--- config.mk ---
export PLATFORM = sky130hd
export DESIGN_NAME = fir_filter_67_tap_core
export DESIGN_NICKNAME = d
export VERILOG_FILES = /design/src/hdl/fir67_pkg.sv /design/src/hdl/fir67_tap_ram.sv /design/src/hdl/fir67_mac.sv /design/src/hdl/fir67_seq.sv /design/src/hdl/fir_filter_67_tap_core.sv
export VERILOG_INCLUDE_DIRS = /design/src /design/src/hdl
export SDC_FILE = /design/constraint.sdc
export NUM_CORES = 2
export LEC_CHECK = 0
export ABC_AREA = 1
export BUFFER_PORTS_ARGS = -buffer_cell sky130_fd_sc_hd__buf_4
export CAP_MARGIN = 40
export CORE_ASPECT_RATIO = 1.4
export CORE_MARGIN = 1
export CORE_UTILIZATION = 30
export CTS_BUF_LIST = sky130_fd_sc_hd__clkbuf_2
export CTS_CLUSTER_SIZE = 10
export DETAILED_ROUTE_END_ITERATION = 16
export GPL_ROUTABILITY_DRIVEN = 0
export SLEW_MARGIN = 20
export SYNTH_ARGS = -nofsm -noshare
export SYNTH_HDL_FRONTEND = slang
export SYNTH_HIERARCHICAL = 1
export SYNTH_SLANG_ARGS = --single-unit
--- constraint.sdc ---
create_clock -name aclk -period 5.93 [get_ports aclk]
set_input_delay 0 -clock aclk [delete_from_list [all_inputs] [get_ports aclk]]
set_output_delay 0 -clock aclk [all_outputs]
set_load 0.02 [all_outputs]
--- src/hdl/fir_filter_67_tap_core_defines.svh ---
// Assertion macros for the FIR filter RTL, included by the sequencer.
// Expects signals named aclk and aresetn in the including module.
`ifndef FIR_FILTER_67_TAP_CORE_DEFINES_SVH
`define FIR_FILTER_67_TAP_CORE_DEFINES_SVH

// Same-cycle implication, checked outside reset.
`define FIR67_ASSERT_IMP(label, ante, cons) \
    label: assert property (@(posedge aclk) disable iff (!aresetn) (ante) |-> (cons)) \
        else $error("fir67: same-cycle check failed");

// Next-cycle implication, checked outside reset.
`define FIR67_ASSERT_NXT(label, ante, cons) \
    label: assert property (@(posedge aclk) disable iff (!aresetn) (ante) |=> (cons)) \
        else $error("fir67: next-cycle check failed");

`endif

--- src/hdl/fir67_pkg.sv ---
// Shared types, sizes and the coefficient ROM of the 67-tap FIR filter.
// Depends on nothing; every RTL module refers to it by scoped names.
`default_nettype none

package fir67_pkg;

    localparam int TAPS         = 67;
    localparam int SAMPLE_WIDTH = 16;
    localparam int COEF_WIDTH   = 16;
    localparam int ACC_WIDTH    = 40;
    localparam int PROD_WIDTH   = SAMPLE_WIDTH + COEF_WIDTH;
    localparam int ADDR_WIDTH   = $clog2(TAPS);
    localparam int FRAC_BITS    = COEF_WIDTH - 1;

    typedef logic signed [SAMPLE_WIDTH-1:0] sample_t;
    typedef logic signed [COEF_WIDTH-1:0]   coef_t;
    typedef logic signed [PROD_WIDTH-1:0]   prod_t;
    typedef logic signed [ACC_WIDTH-1:0]    acc_t;
    typedef logic        [ADDR_WIDTH-1:0]   addr_t;

    // Control from the sequencer to the delay-line memory.
    typedef struct packed {
        logic  wr_en;
        addr_t wr_addr;
        logic  rd_en;
        addr_t rd_addr;
    } ram_ctrl_t;

    // Control from the sequencer to the multiply-accumulate unit.
    typedef struct packed {
        logic  clear;
        logic  load;
        addr_t tap;
        logic  mul_en;
        logic  acc_en;
    } mac_ctrl_t;

    localparam coef_t COEF_ROM [TAPS] = '{
        16'sd48, 16'sd47, 16'sd54, 16'sd44, 16'sd12,
        -16'sd45, -16'sd122, -16'sd209, -16'sd286, -16'sd330,
        -16'sd319, -16'sd236, -16'sd77, 16'sd149, 16'sd411,
        16'sd667, 16'sd865, 16'sd952, 16'sd890, 16'sd663,
        16'sd284, -16'sd205, -16'sd732, -16'sd1209, -16'sd1549,
        -16'sd1680, -16'sd1559, -16'sd1186, -16'sd606, 16'sd100,
        16'sd822, 16'sd1444, 16'sd1864, 16'sd2013, 16'sd1864,
        16'sd1444, 16'sd822, 16'sd100, -16'sd606, -16'sd1186,
        -16'sd1559, -16'sd1680, -16'sd1549, -16'sd1209, -16'sd732,
        -16'sd205, 16'sd284, 16'sd663, 16'sd890, 16'sd952,
        16'sd865, 16'sd667, 16'sd411, 16'sd149, -16'sd77,
        -16'sd236, -16'sd319, -16'sd330, -16'sd286, -16'sd209,
        -16'sd122, -16'sd45, 16'sd12, 16'sd44, 16'sd54,
        16'sd47, 16'sd48
    };

    // Coefficient of one tap; indices beyond the table read as zero.
    function automatic coef_t coef_at(addr_t idx);
        coef_t c;
        c = '0;
        if (int'(idx) < TAPS) begin
            c = COEF_ROM[idx];
        end
        return c;
    endfunction

endpackage

`default_nettype wire

--- src/hdl/fir67_tap_ram.sv ---
// Delay-line memory of the FIR filter: one write and one registered read port.
// Per-entry valid bits make unwritten slots read as zero. Uses fir67_pkg.
`default_nettype none

module fir67_tap_ram (
    input  wire logic                  aclk,
    input  wire logic                  aresetn,
    input  wire fir67_pkg::ram_ctrl_t  ctrl,
    input  wire fir67_pkg::sample_t    wr_data,
    output fir67_pkg::sample_t         rd_data
);

    fir67_pkg::sample_t          mem [fir67_pkg::TAPS];
    logic [fir67_pkg::TAPS-1:0]  valid_reg;
    fir67_pkg::sample_t          rd_data_reg;

    always_ff @(posedge aclk) begin
        if (ctrl.wr_en) begin
            mem[ctrl.wr_addr] <= wr_data;
        end
    end

    always_ff @(posedge aclk) begin
        if (!aresetn) begin
            valid_reg <= '0;
        end else if (ctrl.wr_en) begin
            valid_reg[ctrl.wr_addr] <= 1'b1;
        end
    end

    always_ff @(posedge aclk) begin
        if (ctrl.rd_en) begin
            rd_data_reg <= valid_reg[ctrl.rd_addr] ? mem[ctrl.rd_addr] : '0;
        end
    end

    assign rd_data = rd_data_reg;

endmodule

`default_nettype wire

--- src/hdl/fir67_mac.sv ---
// Shared multiply-accumulate unit with rounding and saturation of the sum.
// Uses fir67_pkg for types and the coefficient ROM.
`default_nettype none

module fir67_mac (
    input  wire logic                  aclk,
    input  wire fir67_pkg::mac_ctrl_t  ctrl,
    input  wire fir67_pkg::sample_t    tap_data,
    output fir67_pkg::sample_t         result
);

    localparam int RND_WIDTH = fir67_pkg::ACC_WIDTH + 1;

    fir67_pkg::coef_t coef_reg;
    fir67_pkg::prod_t prod_reg;
    fir67_pkg::acc_t  acc_reg;
    fir67_pkg::acc_t  acc_next;

    logic signed [RND_WIDTH-1:0] rounded;
    logic signed [RND_WIDTH-1:0] shifted;

    always_ff @(posedge aclk) begin
        if (ctrl.load) begin
            coef_reg <= fir67_pkg::coef_at(ctrl.tap);
        end
        if (ctrl.mul_en) begin
            prod_reg <= tap_data * coef_reg;
        end
        acc_reg <= acc_next;
    end

    always_comb begin
        acc_next = acc_reg;
        if (ctrl.clear) begin
            acc_next = '0;
        end else if (ctrl.acc_en) begin
            acc_next = acc_reg + fir67_pkg::acc_t'(prod_reg);
        end
    end

    // Round half up, then saturate to the sample range.
    always_comb begin
        rounded = RND_WIDTH'(acc_reg) + (RND_WIDTH'(1) <<< (fir67_pkg::FRAC_BITS - 1));
        shifted = rounded >>> fir67_pkg::FRAC_BITS;
        if (shifted > $signed({{(RND_WIDTH-fir67_pkg::SAMPLE_WIDTH+1){1'b0}},
                              {(fir67_pkg::SAMPLE_WIDTH-1){1'b1}}})) begin
            result = {1'b0, {(fir67_pkg::SAMPLE_WIDTH-1){1'b1}}};
        end else if (shifted < $signed({{(RND_WIDTH-fir67_pkg::SAMPLE_WIDTH+1){1'b1}},
                                        {(fir67_pkg::SAMPLE_WIDTH-1){1'b0}}})) begin
            result = {1'b1, {(fir67_pkg::SAMPLE_WIDTH-1){1'b0}}};
        end else begin
            result = shifted[fir67_pkg::SAMPLE_WIDTH-1:0];
        end
    end

endmodule

`default_nettype wire

--- src/hdl/fir67_seq.sv ---
// Sequencer of the FIR filter: handshake, write pointer, tap walk and pipeline tracking.
// Uses fir67_pkg and the assertion macros of fir_filter_67_tap_core_defines.svh.
`default_nettype none
`include "fir_filter_67_tap_core_defines.svh"

module fir67_seq (
    input  wire logic                  aclk,
    input  wire logic                  aresetn,
    input  wire logic                  s_valid,
    output logic                       s_ready,
    input  wire logic                  m_valid,
    input  wire logic                  m_ready,
    output fir67_pkg::ram_ctrl_t       ram_ctrl,
    output fir67_pkg::mac_ctrl_t       mac_ctrl,
    output logic                       out_load
);

    localparam logic [1:0] ST_IDLE  = 2'd0;
    localparam logic [1:0] ST_RUN   = 2'd1;
    localparam logic [1:0] ST_DRAIN = 2'd2;
    localparam logic [1:0] ST_OUT   = 2'd3;

    localparam fir67_pkg::addr_t LAST = fir67_pkg::addr_t'(fir67_pkg::TAPS - 1);

    logic [1:0]       state_reg, state_next;
    fir67_pkg::addr_t wr_pos_reg, wr_pos_next;
    fir67_pkg::addr_t rd_pos_reg, rd_pos_next;
    fir67_pkg::addr_t tap_reg, tap_next;
    logic             rd_v_reg, prod_v_reg;
    logic             in_fire, issue;

    assign s_ready  = (state_reg == ST_IDLE);
    assign in_fire  = s_valid && s_ready;
    assign issue    = (state_reg == ST_RUN);
    assign out_load = (state_reg == ST_OUT) && (!m_valid || m_ready);

    always_comb begin
        state_next  = state_reg;
        wr_pos_next = wr_pos_reg;
        rd_pos_next = rd_pos_reg;
        tap_next    = tap_reg;
        case (state_reg)
            ST_IDLE: begin
                if (in_fire) begin
                    rd_pos_next = wr_pos_reg;
                    tap_next    = '0;
                    wr_pos_next = (wr_pos_reg == LAST) ? '0 : wr_pos_reg + 1'b1;
                    state_next  = ST_RUN;
                end
            end
            ST_RUN: begin
                rd_pos_next = (rd_pos_reg == '0) ? LAST : rd_pos_reg - 1'b1;
                tap_next    = tap_reg + 1'b1;
                if (tap_reg == LAST) begin
                    tap_next   = '0;
                    state_next = ST_DRAIN;
                end
            end
            ST_DRAIN: begin
                if (!rd_v_reg && !prod_v_reg) begin
                    state_next = ST_OUT;
                end
            end
            ST_OUT: begin
                if (out_load) begin
                    state_next = ST_IDLE;
                end
            end
            default: begin
                state_next = ST_IDLE;
            end
        endcase
    end

    always_ff @(posedge aclk) begin
        if (!aresetn) begin
            state_reg  <= ST_IDLE;
            wr_pos_reg <= '0;
            rd_pos_reg <= '0;
            tap_reg    <= '0;
            rd_v_reg   <= 1'b0;
            prod_v_reg <= 1'b0;
        end else begin
            state_reg  <= state_next;
            wr_pos_reg <= wr_pos_next;
            rd_pos_reg <= rd_pos_next;
            tap_reg    <= tap_next;
            rd_v_reg   <= issue;
            prod_v_reg <= rd_v_reg;
        end
    end

    always_comb begin
        ram_ctrl.wr_en   = in_fire;
        ram_ctrl.wr_addr = wr_pos_reg;
        ram_ctrl.rd_en   = issue;
        ram_ctrl.rd_addr = rd_pos_reg;
        mac_ctrl.clear   = in_fire;
        mac_ctrl.load    = issue;
        mac_ctrl.tap     = tap_reg;
        mac_ctrl.mul_en  = rd_v_reg;
        mac_ctrl.acc_en  = prod_v_reg;
    end

    `FIR67_ASSERT_IMP(a_out_after_drain, out_load, !rd_v_reg && !prod_v_reg && !issue)
    `FIR67_ASSERT_NXT(a_accept_starts_walk, in_fire, (state_reg == ST_RUN) && (tap_reg == '0))
    `FIR67_ASSERT_NXT(a_read_tracked, issue, rd_v_reg)
    `FIR67_ASSERT_IMP(a_ptr_in_range, 1'b1, (wr_pos_reg <= LAST) && (rd_pos_reg <= LAST))

endmodule

`default_nettype wire

--- src/hdl/fir_filter_67_tap_core.sv ---
// An input transaction is accepted only in idle; the 67 taps then pass one by one through
// the single shared multiply-accumulate unit, the read and multiply stages drain, the
// rounded sum is loaded into the output register, raising m_valid, once no earlier result
// still waits there, and the sequencer returns to idle before it takes the next sample.
// aresetn (synchronous, active low) empties the delay line through its valid bits, sets
// the write position to slot zero and drops m_valid; no clearing pass.
`default_nettype none

module fir_filter_67_tap_core (
    input  wire logic                aclk,
    input  wire logic                aresetn,
    input  wire logic                s_valid,
    output logic                     s_ready,
    input  wire fir67_pkg::sample_t  s_sample_in,
    output logic                     m_valid,
    input  wire logic                m_ready,
    output fir67_pkg::sample_t       m_sample_out
);

    // The sequencer steers the delay-line memory and the multiply-accumulate unit.
    // Each accepted transaction writes its sample at the write position, after which
    // the taps are read newest first, one per cycle, while the tap index walks the ROM.
    fir67_pkg::ram_ctrl_t ram_ctrl;
    fir67_pkg::mac_ctrl_t mac_ctrl;
    fir67_pkg::sample_t   tap_data;
    fir67_pkg::sample_t   result;
    logic                 out_load;

    // The output register parts the two sides: a finished result waits here for the
    // downstream transaction, and the sequencer only holds back when a second result
    // is ready before the first has been taken.
    logic                 m_valid_reg;
    fir67_pkg::sample_t   m_sample_out_reg;

    fir67_seq u_seq (
        .aclk     (aclk),
        .aresetn  (aresetn),
        .s_valid  (s_valid),
        .s_ready  (s_ready),
        .m_valid  (m_valid_reg),
        .m_ready  (m_ready),
        .ram_ctrl (ram_ctrl),
        .mac_ctrl (mac_ctrl),
        .out_load (out_load)
    );

    fir67_tap_ram u_ram (
        .aclk    (aclk),
        .aresetn (aresetn),
        .ctrl    (ram_ctrl),
        .wr_data (s_sample_in),
        .rd_data (tap_data)
    );

    fir67_mac u_mac (
        .aclk     (aclk),
        .ctrl     (mac_ctrl),
        .tap_data (tap_data),
        .result   (result)
    );

    always_ff @(posedge aclk) begin
        if (!aresetn) begin
            m_valid_reg <= 1'b0;
        end else if (out_load) begin
            m_valid_reg <= 1'b1;
        end else if (m_ready) begin
            m_valid_reg <= 1'b0;
        end
    end

    // The payload register needs no reset; it is only looked at while m_valid is high.
    always_ff @(posedge aclk) begin
        if (out_load) begin
            m_sample_out_reg <= result;
        end
    end

    assign m_valid      = m_valid_reg;
    assign m_sample_out = m_sample_out_reg;

endmodule

`default_nettype wire

* Word-level counts from Yosys, hierarchy flattened
Memories as Yosys holds them, arrays and structs flattened. A register that Yosys moved wholly into a read port is not among the register bits.
Cells that the tools add are included.
W data, S select, Z words.
** Storage, ports and cells
- Bits of input ports :: 20
- Flip-flop bits (word level) :: 181
- Logic and storage cells :: 74
- RAM bits :: 1072
- Memories :: 2
- Output and inout bits :: 18
- ROM bits :: 2048
** Memories
- (no name shown) :: depth 128, bits a word 16, rd ports 1, clocked after memory_dff 1, write ports 0, RTL line fir67_pkg.sv:60 : c = COEF_ROM[idx];
- u_ram.mem :: depth 67, bits a word 16, rd ports 1, clocked after memory_dff 1, write ports 1, RTL line fir67_tap_ram.sv:13 : fir67_pkg::sample_t mem [fir67_pkg::TAPS];
** Cells by class
- Reductions and logical operators :: 17
- Multiplexer cells :: 21
- Add/subtract/negate cells :: 5
- Bitwise gates (word level) :: 2
- Multipliers :: 1
- Order comparisons :: 6
- Equal/unequal tests :: 9
** Operators with widths (count)
- $or A67 B67 Y67 :: 1
- $add A40 B16 Y41 const B :: 1
- $add A40 B32 Y40 :: 1
- $mux W7 :: 5
- $mul A16 B16 Y32 :: 1
- $pmux W7 S2 :: 2
- $gt A26 B16 Y1 const B :: 1
- $lt A26 B16 Y1 const B :: 1
- $lt A7 B8 Y1 const B :: 2
- $mux W16 :: 1
- $add A7 B1 Y7 const B :: 2
- $eq A7 B7 Y1 const B :: 2
- $mux W2 :: 4
- $not A7 Y8 :: 1
- $pmux W2 S4 :: 1
- $bmux W1 S7 :: 1
- $demux W1 S7 :: 1
- $ge A7 B1 Y1 const B :: 1
- $logic_not A7 Y1 :: 1
- $lt A7 B7 Y1 const B :: 1
- $sub A7 B1 Y7 const B :: 1
- $mux W1 :: 6
- $ne A2 B2 Y1 const B :: 3
- $logic_not A1 Y1 :: 5
- 9 further kinds :: 15

* Longest topological paths before layout
- Word-level depth :: 5
- Gate-level depth with buffers :: 27
- Gate-level depth less buffers :: 26

* Modules after synthesis
The synthesis kept the hierarchy.
** Modules (own cells, without submodules)
- fir67_tap_ram :: times used 1, cells each 4815, area an instance 49063.3 sq um, sequential area each 34012.6 sq um
- fir67_mac :: times used 1, cells each 2532, area an instance 17753.3 sq um, sequential area each 2122.0 sq um
- fir67_seq :: times used 1, cells each 202, area an instance 1497.7 sq um, sequential area each 500.5 sq um
- fir_filter_67_tap_core :: times used 1, cells each 22, area an instance 524.3 sq um, sequential area each 500.5 sq um

* Worst setup path after synthesis
No wires, ideal clock.
- Kind :: register to register
- Start :: reg u_mac.coef_reg[5]
- End :: reg u_mac.prod_reg[30] (data pin)
- Clock period less this slack :: 6212 ps
- Path buffers :: 2
- Setup slack :: -282 ps
- Stages on the path, launching flop included :: 23
- Data arrival time :: 5954 ps
- Library setup time :: 259 ps
- Required time :: 5671 ps
- Cells stage by stage :: edfxtp_1 clkbuf_1 clkbuf_1 nand2_1 fa_1 inv_1 fa_1 inv_1 fa_1 inv_1 fa_1 inv_1 fa_1 fa_1 inv_1 ha_1 nand2_1 inv_1 a221oi_1 o21ai_0 a21oi_1 nand2_1 xor2_1
** Between the ends
- Longest elaborated chain between the ends :: 1
** Ends and longest elaborated chain
- from (decl) :: RTL line fir67_mac.sv:14 : fir67_pkg::coef_t coef_reg;
- $mul A16 B16 Y32 :: RTL line fir67_mac.sv:27 : prod_reg <= tap_data * coef_reg;
- to (signal assigned) :: RTL line fir67_mac.sv:27
- to (decl) :: RTL line fir67_mac.sv:15 : fir67_pkg::prod_t prod_reg;
Every way passes these cells.
A chain may end at the register's enable or synchronous reset.

* Worst setup path in the final report
- Start :: reg u_mac.coef_reg[1]
- End :: reg u_mac.prod_reg[28] (data pin)
The elaborated chain is that of the path after synthesis.

==> metrics.txt <==
status finished clean; DR iter-0 viols roughly 4,000; reg-to-reg setup timing slack roughly 0.15 ns; Slew HR 0.236; most common cell after layout, fill and taps aside nand2_1; share of the synthesized area in the top cell type 0.501; All-Layer GR Usage 0.166; clk sinks 1,281; ys async rst share 0; area leader, netlist edfxtp_1; worst slew pin tran ~1.1 ns; met2 GRT Util 0.301; register clock-pin slew on the reported worst setup and hold paths between 0.1 and 0.15 ns; adder-cell share of the synthesized area 0.0997; WHS Endpoint u_ram/mem[9][8]; Hold Crit Start s_sample_in[8]; syn_nets 7,988; Area Overhead vs Synth 13.8%; fill cell count 23,009; DIE WIDTH between 400 and 500 µm; r2r worst-path depth 20; Longest Clk Path Bufs 4; critical path fanouts, max 8; Fin. Hold Viols 0; ys flop type edfxtp_1; Synth area leaders edfxtp_1, nand2_1, fa_1; Mapped Area roughly 70,000 µm²; Final Max Tran Viols 0; Initial Utilization 0.302; worst r2r src u_mac/coef_reg[1]; Synth Area in Compound Gates 0.0395; most frequent cells in the layout nand2_1, inv_1, edfxtp_1; grt met1 use 0.183; crit path DAT about 7.1 ns; kind of end point of the critical path flip-flop; fin crit share 0.974; simple-gate portion of the synthesized area 0.220; max reg flops about 1,100; first-pass GRT wire length 297,000 µm; fmax ~0.17 GHz; largest net degree at the start of global routing 146; Hold Path Cell Cnt 5; WP data required 7.28 ns; share of layout cells above drive strength 1 0.128; multi-input logic area 26,000 µm²; total CTS buffers around 340; Hold Crit Class input port to flip-flop; IO buf count 37; xor and xnor area share after synthesis 0.00916; vias in the first global route around 52,000; GRT Residual Overflow 0; Top Usage Layer GRT met2; Final Core Density 0.344; row count 207; DR DRC count 0; Syn Area/Cell between 9 and 10 µm²; Die ar. between 200,000 and 250,000 µm²; CTS tree built; Yosys warnings 6; final WL just under 200,000 µm; post-synthesis mux area share 0; RR Endpoint u_mac/prod_reg[28]; largest family of logic cells by synthesized area simple AND/OR/NAND/NOR gates; max cap viols 0; die height approximately 570 µm; CTS HTree Levels 5; Reg area approximately 37,000 µm²; WL per Instance ~17 µm; Tmin final about 5.8 ns; Netlist cell types 61; initial antenna violation count 3; register area share after synthesis 0.539; post-DR vias/cell 4.65; cell count after synthesis 7,571; root buf cell clkbuf_2; final setup fails 0; via count 52,298; Final #Nets about 8,400; DP Wirelength 124,000 µm; Post-synth EDFFs 1,148; antenna-violating nets left 0; core area around 230,000 µm²; io pins 38; Worst-Skew Late Latency between 1.5 and 2 ns; RSZ-0062 raised after global routing yes; CP Class flip-flop to flip-flop; register bit total from synthesis 1,281; met3 Resource Use GR 0.0271; clock skew roughly 0.27 ns; Worst setup SP type flip-flop; TritonRoute pass-1 iters 6
==> layer usage <==
layer | vias up | routed length (µm)
li1 | 24931 | -
met4 | 0 | 11000
met5 | - | 0
met3 | 497 | 10800
met1 | 25069 | 73100
met2 | 1801 | 101000
==> stage by stage <==
stage	hold slack, ns	setup TNS [ns]	instances	worst slack [ns]	instance area [µm²]
final	0.260	0	11246	0.151	78300
after floorplan	0.0989	0	7571	0.00418	68800
after detailed placement	0.291	-0.556	10547	-0.309	73500
after global placement	0.280	-0.239	10533	-0.183	73200
after global routing	0.0815	-0.182	11242	-0.0800	78300
after CTS	0.0128	0	11215	0.00211	77500
==> critical path, stage by stage, from the launching register on <==
cell and delay (ns):
edfxtp_1 0.54, nand2_2 0.15, inv_2 0.06, fa_2 0.61, fa_2 0.53, buf_12 0.18
buf_4 0.14, fa_1 0.50, fa_1 0.46, fa_1 0.52, inv_1 0.05, fa_1 0.52
inv_1 0.06, ha_4 0.28, buf_4 0.14, nand2_1 0.10, nor2_2 0.18, nand2_2 0.09
nand3b_1 0.19, o2111ai_1 0.12, nand2_1 0.08
==> cell families after synthesis <==
logic type	Yosys count
adder cells (fa/ha/maj)	397
AO/OA/AOI/OAI	498
XOR/XNOR	72
flip-flops	1281
buffers and inverters	1579
AND/OR/NAND/NOR	3744
==> timing repair <==
action,in CTS,in global routing
hold buffers,81,1
buffers inserted,7,14
gates resized for setup,20,142
setup endpoints to repair,12,16
cloned,0,1
pin swaps,4,75
endpoints found under the hold margin,2000,9
==> synth_stat cells, types with 4 or more instances <==
cell type	number
nand2_1	2259
inv_1	1230
edfxtp_1	1148
nor2_1	767
nand3_1	603
fa_1	253
o21ai_0	227
a21oi_1	168
ha_1	144
clkbuf_1	142
dfxtp_1	133
buf_2	104
xor2_1	54
buf_1	31
nor3_1	25
or2_2	25
inv_2	23
nand4_1	23
o211ai_1	23
o21ai_1	22
buf_4	19
xnor2_1	18
buf_6	17
o21bai_1	14
nor2_2	10
clkinv_1	7
a211oi_1	6
o311ai_0	6
nand2_2	5
nand2_4	5
a31oi_1	4
nor3_2	4
nor4_1	4
o21a_1	4
==> cell type report <==
class / instances / area share
well taps: 3030 / 0.0484
clock buffers: 515 / 0.0329
repair buffers: 371 / 0.0475
clock inverters: 65 / 0.00377
multi-input cells: 4711 / 0.332
inverters: 1262 / 0.0609
flip-flops and latches: 1281 / 0.474
diodes: 11 / 0.000351
==> worst max path at each step <==
stage,slack [ns],end,start,cells after the start
5_1_grt,-0.08,u_mac/prod_reg[30],u_mac/coef_reg[14],23
4_1_cts,0.002,u_mac/prod_reg[28],u_mac/coef_reg[14],21
2_1_floorplan,0.004,u_mac/prod_reg[30],u_mac/coef_reg[5],22
3_3_place_gp,-0.18,u_mac/prod_reg[28],u_mac/coef_reg[14],19
6_report,0.15,u_mac/prod_reg[28],u_mac/coef_reg[1],20
3_5_place_dp,-0.31,u_mac/prod_reg[28],u_mac/coef_reg[2],20
Power is left out: the tool's default activity adds up to more than one toggle a clock period on the data nets, which glitch-free logic cannot reach.
